File: src/sird_pkg.sv
// ----------------------------------------------------------------------------
// sird_pkg
// Shared constants, types and the digit-to-character lookup for the
// signed integer to radix digits converter.
// ----------------------------------------------------------------------------
`timescale 1ns / 1ps

package sird_pkg;

	localparam int VALUE_BITS = 32;
	localparam int MAX_RADIX  = 16;
	localparam int SYM_BITS   = 8;
	localparam int RADIX_W    = 5;
	localparam int DIGIT_W    = $clog2(MAX_RADIX);
	localparam int REM_W      = DIGIT_W + 1;
	localparam int STEP_W     = $clog2(VALUE_BITS);
	localparam int IDX_W      = $clog2(VALUE_BITS);
	localparam int CNT_W      = IDX_W + 1;
	localparam int ALPHA_W    = 64;
	localparam int CFG_W      = 64;
	localparam int CFG_IDX_W  = 2;

	localparam logic [CFG_IDX_W-1:0] REG_RADIX        = 2'd0;
	localparam logic [CFG_IDX_W-1:0] REG_SYMBOLS_LOW  = 2'd1;
	localparam logic [CFG_IDX_W-1:0] REG_SYMBOLS_HIGH = 2'd2;
	localparam logic [CFG_IDX_W-1:0] REG_MINUS_SYMBOL = 2'd3;

	localparam logic [RADIX_W-1:0]  RADIX_RST        = 5'd10;
	localparam logic [ALPHA_W-1:0]  SYMBOLS_LOW_RST  = 64'h3736353433323130;
	localparam logic [ALPHA_W-1:0]  SYMBOLS_HIGH_RST = 64'h0000000000003938;
	localparam logic [SYM_BITS-1:0] MINUS_RST        = 8'd45;

	typedef enum logic [1:0] {
		ST_IDLE,
		ST_DIV,
		ST_EMIT
	} sird_state_t;

	typedef struct packed {
		logic                  start;
		logic [REM_W-1:0]      base;
		logic [VALUE_BITS-1:0] dividend;
	} div_ctl_t;

	typedef struct packed {
		logic                  busy;
		logic                  done;
		logic                  zero;
		logic [DIGIT_W-1:0]    digit;
		logic [VALUE_BITS-1:0] quotient;
	} div_stat_t;

	function automatic logic [SYM_BITS-1:0] digit_symbol(
		input logic [ALPHA_W-1:0] lo,
		input logic [ALPHA_W-1:0] hi,
		input logic [DIGIT_W-1:0] d
	);
		logic [2*ALPHA_W-1:0] alpha;
		alpha = {hi, lo};
		return alpha[{d, 3'b000} +: SYM_BITS];
	endfunction

endpackage

File: src/sird_serdiv.sv
// ----------------------------------------------------------------------------
// sird_serdiv
// Bit-serial restoring divider: one quotient bit per cycle, giving one digit
// (the remainder) and the quotient after VALUE_BITS steps.
// ----------------------------------------------------------------------------
`timescale 1ns / 1ps

module sird_serdiv import sird_pkg::*; (
	input  logic      clk,
	input  logic      arst_n,
	input  div_ctl_t  ctl,
	output div_stat_t stat
);

	logic [VALUE_BITS-1:0] quo_q;
	logic [REM_W-1:0]      rem_q;
	logic [REM_W-1:0]      base_q;
	logic [STEP_W-1:0]     step_q;
	logic                  busy_q;
	logic                  done_q;

	logic [REM_W-1:0] rem_shift;
	logic             ge;
	logic [REM_W-1:0] rem_next;

	// The partial remainder stays below the base, so shifting in one bit fits REM_W.
	assign rem_shift = {rem_q[REM_W-2:0], quo_q[VALUE_BITS-1]};
	assign ge        = rem_shift >= base_q;
	assign rem_next  = ge ? rem_shift - base_q : rem_shift;

	always_ff @(posedge clk or negedge arst_n) begin
		if (!arst_n) begin
			busy_q <= 1'b0;
			done_q <= 1'b0;
			step_q <= '0;
		end else begin
			done_q <= 1'b0;
			if (ctl.start) begin
				busy_q <= 1'b1;
				step_q <= '0;
			end else if (busy_q) begin
				step_q <= step_q + 1'b1;
				if (step_q == STEP_W'(VALUE_BITS - 1)) begin
					busy_q <= 1'b0;
					done_q <= 1'b1;
				end
			end
		end
	end

	always_ff @(posedge clk) begin
		if (ctl.start) begin
			quo_q  <= ctl.dividend;
			rem_q  <= '0;
			base_q <= ctl.base;
		end else if (busy_q) begin
			quo_q <= {quo_q[VALUE_BITS-2:0], ge};
			rem_q <= rem_next;
		end
	end

	assign stat.busy     = busy_q;
	assign stat.done     = done_q;
	assign stat.zero     = (quo_q == '0);
	assign stat.digit    = rem_q[DIGIT_W-1:0];
	assign stat.quotient = quo_q;

endmodule

File: config.mk
export PLATFORM = sky130hd
export DESIGN_NAME = sird_serdiv
export DESIGN_NICKNAME = d
export VERILOG_FILES = /design/src/sird_pkg.sv /design/src/sird_serdiv.sv
export SDC_FILE = /design/constraint.sdc
export NUM_CORES = 1
export LEC_CHECK = 0
export BUFFER_PORTS_ARGS = -buffer_cell sky130_fd_sc_hd__buf_2
export CORE_MARGIN = 4
export CORE_UTILIZATION = 40
export DETAILED_ROUTE_END_ITERATION = 8
export PLACE_DENSITY = 0.75
export SLEW_MARGIN = 20
export SYNTH_ARGS = -nofsm -noshare
export SYNTH_HDL_FRONTEND = slang
export SYNTH_SLANG_ARGS = --single-unit
File: constraint.sdc
create_clock -name clk -period 2.2 [get_ports clk]
set_input_delay 0.44 -clock clk [delete_from_list [all_inputs] [get_ports clk]]
set_output_delay 0.44 -clock clk [all_outputs]
set_load 0.005 [all_outputs]
; ---- After elaboration in Yosys (flattened, before gate mapping)
; Cells that the tools add are included.
; W data, S select, Z words.
[op_classes]
add_sub_neg = 2
order_cmp = 1
eq_ne = 1
n_mux = 11
reduce_logical = 2
[op_table]
columns = operator, n
row1 = $mux W32, 2
row2 = $logic_not A32 Y1, 1
row3 = $mux W5, 2
row4 = $mux W1, 6
row5 = $add A5 B1 Y5 const B, 1
row6 = $eq A5 B5 Y1 const B, 1
row7 = $ge A5 B5 Y1, 1
row8 = $mux W4, 1
row9 = $sub A4 B4 Y4, 1
row10 = $reduce_bool A2 Y1, 1
[totals]
regBits = 48
input_bits = 40
output_inout_bits = 39
wordCells = 23

; ---- Depth between registers and ports, before layout
; Gate-level depths: netlist (run 1).
[depth]
word_depth = 4
depth_mapped = 7
ltp_nobuf = 7

; ---- Worst setup path before layout (run 1)
; No wires, ideal clock.
[synth_timing]
kind = input port to flip-flop
startpoint = in ctl[37] (netlist bit)
endpoint = reg quo_q[0], enable pin
setup_time_ns = 0.375
t_arrival_ns = 1.492
t_required_ns = 1.825
slack_ns = 0.333
path_stages = 3
path_buffers = 2
cell_sequence = clkbuf_1 -> clkbuf_1 -> or2_2
[synth_between]
elab_chain_cells = 1
[synth_rtl]
columns = item, line
row1 = from (decl), sird_serdiv.sv:11  ; input div_ctl_t ctl,
row2 = $reduce_bool A2 Y1 (no line), --
row3 = to (signal assigned), sird_serdiv.sv:53  ; quo_q <= ctl.dividend;
row4 = to (signal assigned), sird_serdiv.sv:57  ; quo_q <= {quo_q[VALUE_BITS-2:0], ge};
row5 = to (decl), sird_serdiv.sv:15  ; logic [VALUE_BITS-1:0] quo_q;
; Every way passes these cells.
; A chain may end at the register's enable or synchronous reset.

==> impl_metrics.yaml, run 1 <==
sta:
  fin_crit_sh_pct: 90.4
  rsz0062_at_grt: "false"
  slew_headroom_pct: 49.4
  tns_ns: 0
  fin_skew_ns: 0.00761
  drv_slew: 0
  final.min_clock_period_ns: 1.99
  worst_slack_ns: 0.212
  clock.fmax_ghz: 0.503
  worst_pin_slew_ns: 0.759
  setup_violations: 0
  timing_hold_violations_final: 0
grt:
  grt_pass1_wl_mm: 8.00
  overflow: 0
  grt_pass1_vias: 1653
  track_usage_pct: 14.4
  grt_max_degree: 33
  antenna_found_initial: 0
floorplanning:
  start_util_pct: 41.1
  die_w_um: 83.2
  core_area_um2: 5510
  rows: 27
  die_y_um: 83.2
  die_area_um2: 6920
  pin_count: 79
clock_network:
  cts_resized: 0
  insertion_delay_ns: 0.30
  h-tree-depth: 2
  cts.sinks: 48
  cts-root-buf: "clkbuf_8"
  clkTransAtPathRegs_ns: 0.09
  numCtsBuffers: 5
  cts_tree: "done"
  cts_buffer_depth: 2
routing:
  antenna_left: 0
  drcViolationCount: 0
  initialDrtViolationCount: 85
  dr.pass1.iters: 4
  wl_per_cell_um: 15.4
  vias_per_cell: 5.00
  vias: 1545
  wl_mm: 4.75
setup_path:
  critPathLaunchType: "register"
  critPathMaxFanout: 3
  cp.required_ns: 1.76
  arrival_ns: 1.55
  end_kind: "output port"
  path_class: "reg -> out"
yosys:
  syn_inst: 155
  synth_warnings: 0
  synthArstFlopShare_pct: 14.6
  muxShareOfSynthArea_pct: 17.7
  synthAdderAreaFrac_pct: 4.76
  syn_nets: 203
  synth_top_family_by_area: "multiplexers"
  ys_ff_latch: 48
  synth_cell_type_count: 36
  synth_area_um2: 2260
  synth_compound_area_share_pct: 3.98
  ys.flop_type: "edfxtp_1"
  synth_edf_count: 37
  ys_seq_area_share_pct: 60.4
  synth_xor_area_share_pct: 1.94
  avgSynthCellArea_um2: 14.6
  synth-simple-area-share_pct: 8.24
placed_design:
  gp_congestion: 0.819
  pre_cts_slack_ns: 0.372
  place_hpwl_mm: 3.57
  numPortBuffers: 78
power:
  power_density_nw_per_um2: 768
  p_leak_nw: 1.23
  peakVddDrop_mv: 0.296
cells_and_area:
  drive_gt1_share_pct: 52.3
  area_delta_synth_final_pct: 24.6
  utilization_pct: 51.2
  nFillCells: 476
  nets: 284
  antenna_cells: 0
run:
  max-cap-violations: 0
worst_hold_path:
  min_path_type: "in -> reg"
outcome:
  status: "completed"
## cell usage in the layout (no fill, tap or decap), types with 2 or more instances in the layout
cell	Yosys	final
a211oi_1	2	2
buf_2	3	78
buf_4	2	3
clkbuf_8	0	5
dfrtp_1	7	7
dfxtp_1	4	4
edfxtp_1	37	37
ha_1	7	7
inv_1	7	7
mux2_2	32	32
mux2i_1	4	4
nand2_1	3	3
nand4_1	3	3
nor2_1	8	8
nor2b_1	2	2
nor4_1	8	8
xnor2_1	2	2
xor2_1	3	3
## worst max-delay path, cell delays in order (launching register included)
cell      delay [ns]
edfxtp_1        0.43
nor4_1          0.41
nand4_1         0.17
nor2_1          0.11
buf_2           0.12
## final timing paths
path                       slack, ns  startpoint  cells past startpoint   endpoint
max in group asynchronous       1.56      arst_n                      2     done_q
max reg2reg                     0.35   quo_q[31]                      7   rem_q[1]
min in group asynchronous       0.49      arst_n                      2  step_q[1]
min reg2reg                     0.51    rem_q[3]                      2   rem_q[3]
max                             0.21   quo_q[29]                      4   stat[36]
min                             0.31     ctl[33]                      1  base_q[1]
## through the flow
stage / power (mW) / std cells / hold WS (ns) / area, um^2
detailed placement: 1.68 / 300 / 0.281 / 2720
finish: 2.16 / 309 / 0.312 / 2820
floorplan: 1.48 / 155 / 0.144 / 2260
global placement: 1.66 / 300 / 0.283 / 2720
CTS: 2.19 / 309 / 0.298 / 2820
global route: 2.29 / 309 / 0.292 / 2820
## cell usage after synthesis, drive strengths merged (4+ instances only)
cell | number | area share [%]
dfrtp | 7 | 7.7
nand2 | 4 | 0.77
ha | 7 | 3.9
nor4 | 8 | 2.2
edfxtp | 37 | 49
mux2 | 32 | 16
dfxtp | 4 | 3.5
buf | 5 | 1.3
nor2 | 8 | 1.3
inv | 7 | 1.2
mux2i | 4 | 1.8
## state kept, by name (all words and copies together) (netlist names)
name,cells
rem_q,4
step_q,5
busy_q,1
base_q,5
done_q,1
quo_q,32
## cell families (layout without fill, tap and decap cells)
logic type      count (synthesis)  after routing
compound gates                 10             10
buf+inv                        15             97
xor+xnor                        5              5
mux                            36             36
flops                          48             48
simple gates                   33             33
fa+ha+maj                       8              8
## per-layer routing
layer	GRT usage (%)	share of wire (%)	vias to the layer above
li1	-	-	742
met3	4.46	5.9	11
met4	5.35	1.8	0
met2	24.1	49	48
met1	17.3	44	744
met5	0	0	-
## what timing repair did
action | 4_1_cts | 5_1_grt
buffers inserted | 0 | 0
endpoints found under the hold margin | 7 | 0
hold buffers | 1 | 0
## cell type report
type | instances | area (um^2) | share of cell area (%)
Clock inverter | 2 | 11.3 | 0.400
Timing Repair Buffer | 82 | 423 | 15.0
Clock buffer | 6 | 72.6 | 2.58
Inverter | 7 | 26.3 | 0.933
Tap cell | 72 | 90.1 | 3.20
Sequential cell | 48 | 1370 | 48.5
Multi-Input combinational cell | 92 | 828 | 29.4
## report_power, final
group	total, mW	switching (mW)	leakage (nW)	internal [mW]
Clock	0.511	0.290	0.0388	0.221
Combinational	0.466	0.208	0.677	0.258
Sequential	1.19	0.0887	0.512	1.10
Total	2.16	0.587	1.23	1.58
Note: power is estimated with default switching activity, not from simulation.
==> run 2, diff against run 1 <==
--- a/config.mk
+++ b/config.mk
@@ -5,11 +5,13 @@
 export SDC_FILE = /design/constraint.sdc
 export NUM_CORES = 1
 export LEC_CHECK = 0
+export ABC_CLOCK_PERIOD_IN_PS = 2200
 export BUFFER_PORTS_ARGS = -buffer_cell sky130_fd_sc_hd__buf_2
 export CORE_MARGIN = 4
 export CORE_UTILIZATION = 40
 export DETAILED_ROUTE_END_ITERATION = 8
 export PLACE_DENSITY = 0.75
+export REMOVE_ABC_BUFFERS = 1
 export SLEW_MARGIN = 20
 export SYNTH_ARGS = -nofsm -noshare
 export SYNTH_HDL_FRONTEND = slang
==> run 2 against run 1 <==
Die area did not move. Worst hold slack better by 0.0037 ns. Utilization grew 1.4 points. Sequential power is essentially flat. Total power increased by 11%. Setup slack improved by 0.0097 ns. Sequential cell count unchanged. Highest routed layer unchanged.
==> impl_metrics.yaml, run 2 (synthesis gave the netlist of run 1 again) <==
outcome:
  status: "completed"
cells_and_area:
  reg.largest.list: "quo_q (32), base_q (5), step_q (5)"
  drive_gt1_share_pct: 53.1
  design_area_um2: 2890
  multiInputGateArea_um2: 828
  regMostFlops: "quo_q"
  nets: 286
  nFillCells: 468
  antenna_cells: 0
  largest_register_ff_count: 32
  seq_area_um2: 1370
  layout_common_cells: "buf_2, edfxtp_1, mux2_2"
  area_delta_synth_final_pct: 27.9
  mostFrequentLayoutCell: "buf_2"
  instances_no_fill: 311
  utilization_pct: 52.6
clock_network:
  h-tree-depth: 2
  numCtsBuffers: 5
  cts_buffer_depth: 2
  insertion_delay_ns: 0.30
  cts_tree: "done"
  cts.sinks: 48
  cts-root-buf: "clkbuf_8"
  clkTransAtPathRegs_ns: 0.08
  cts_resized: 0
routing:
  initialDrtViolationCount: 55
  vias: 1522
  wl_met2_mm: 2.22
  wl_mm: 4.83
  dr.pass1.iters: 4
  top_layer: "met4"
  antenna_left: 0
  met1Wirelength_mm: 2.17
  wl_per_cell_um: 15.5
  wl_met3_um: 387
  drcViolationCount: 0
  vias_per_cell: 4.89
placed_design:
  place_area_um2: 2750
  pre_cts_slack_ns: 0.348
  gp_congestion: 0.768
  numPortBuffers: 78
  place_hpwl_mm: 3.71
  placed_cells: 302
sta:
  whs_ns: 0.316
  drv_slew: 0
  worst_pin_slew_ns: 0.373
  setup_violations: 0
  clock.fmax_ghz: 0.505
  timing_hold_violations_final: 0
  final.min_clock_period_ns: 1.98
  slew_headroom_pct: 74.9
  tns_ns: 0
  rsz0062_at_grt: "false"
  fin_skew_ns: 0.0154
  fin_crit_sh_pct: 89.9
  worst_slack_ns: 0.221
floorplanning:
  core_area_um2: 5510
  start_util_pct: 41.1
  pin_count: 79
  die_area_um2: 6920
  rows: 27
  die_w_um: 83.2
  die_y_um: 83.2
grt:
  antenna_found_initial: 0
  track_usage_pct: 14.8
  grt_pass1_vias: 1677
  overflow: 0
  grt_max_degree: 22
  grt_pass1_wl_mm: 8.18
power:
  p_leak_nw: 1.27
  netSwitchingPower_mw: 0.588
  combinationalPowerShare_pct: 19.7
  p_sw_share_pct: 24.5
  power_density_nw_per_um2: 830
  seqPwrFrac_pct: 49.4
  peakVddDrop_mv: 0.453
  p_int_mw: 1.81
  clock_power_share_pct: 30.9
  finalPower_mw: 2.40
setup_path:
  cp.required_ns: 1.76
  critPathMaxFanout: 3
  path_class: "reg -> out"
  end_kind: "output port"
  rr_worst_depth: 7
  critPathLaunchType: "register"
  arrival_ns: 1.54
  rrSetupSlack_ns: 0.34
worst_hold_path:
  min_path_type: "in -> reg"
  whs_path_depth: 1
run:
  max-cap-violations: 0
## run 2: changes by cell type in the layout (fill, tap and decap cells not counted), sizes merged
cell and delta:
buf +2, clkinv -1, bufinv +2, clkinvlp -1
## run 2: worst paths after layout
path / end / startpoint
worst max-delay path: stat[36] / quo_q[4]
worst min-delay path: base_q[1] / ctl[33]
worst max register to register: rem_q[1] / quo_q[31]
worst min register to register: rem_q[3] / rem_q[3]
max in group asynchronous: step_q[3] / arst_n
min in group asynchronous: step_q[0] / arst_n
## run 2: power groups by stage
stage	Sequential, mW	Clock, mW	Combinational (mW)
5_1_grt	1.20	0.814	0.528
6_report	1.19	0.743	0.473
4_1_cts	1.19	0.765	0.481
3_3_place_gp	1.20	0	0.463
3_5_place_dp	1.21	0	0.477
2_1_floorplan	1.20	0	0.270
## run 2: timing repair
item	in CTS	in global routing
hold endpoints to repair	7	0
hold buffers	1	0
setup buffers	0	0
## run 2: cell type report
class | count | area share (%)
Sequential cell | 48 | 47.2
Multi-Input combinational cell | 92 | 28.6
Timing Repair Buffer | 84 | 15.6
Tap cell | 72 | 3.11
Clock buffer | 6 | 2.51
Clock inverter | 2 | 2.08
Inverter | 7 | 0.908
## run 2: routing by layer
metal | up-vias | track usage [%]
met1 | 709 | 19.1
met2 | 61 | 22.7
met3 | 5 | 5.75
met4 | 0 | 5.20
li1 | 747 | -
met5 | - | 0
## run 2: critical path, stage by stage (launching register included)
cell	delay (ns)
edfxtp_1	0.44
nor4_1	0.41
nand4_1	0.15
nor2_1	0.13
buf_2	0.12
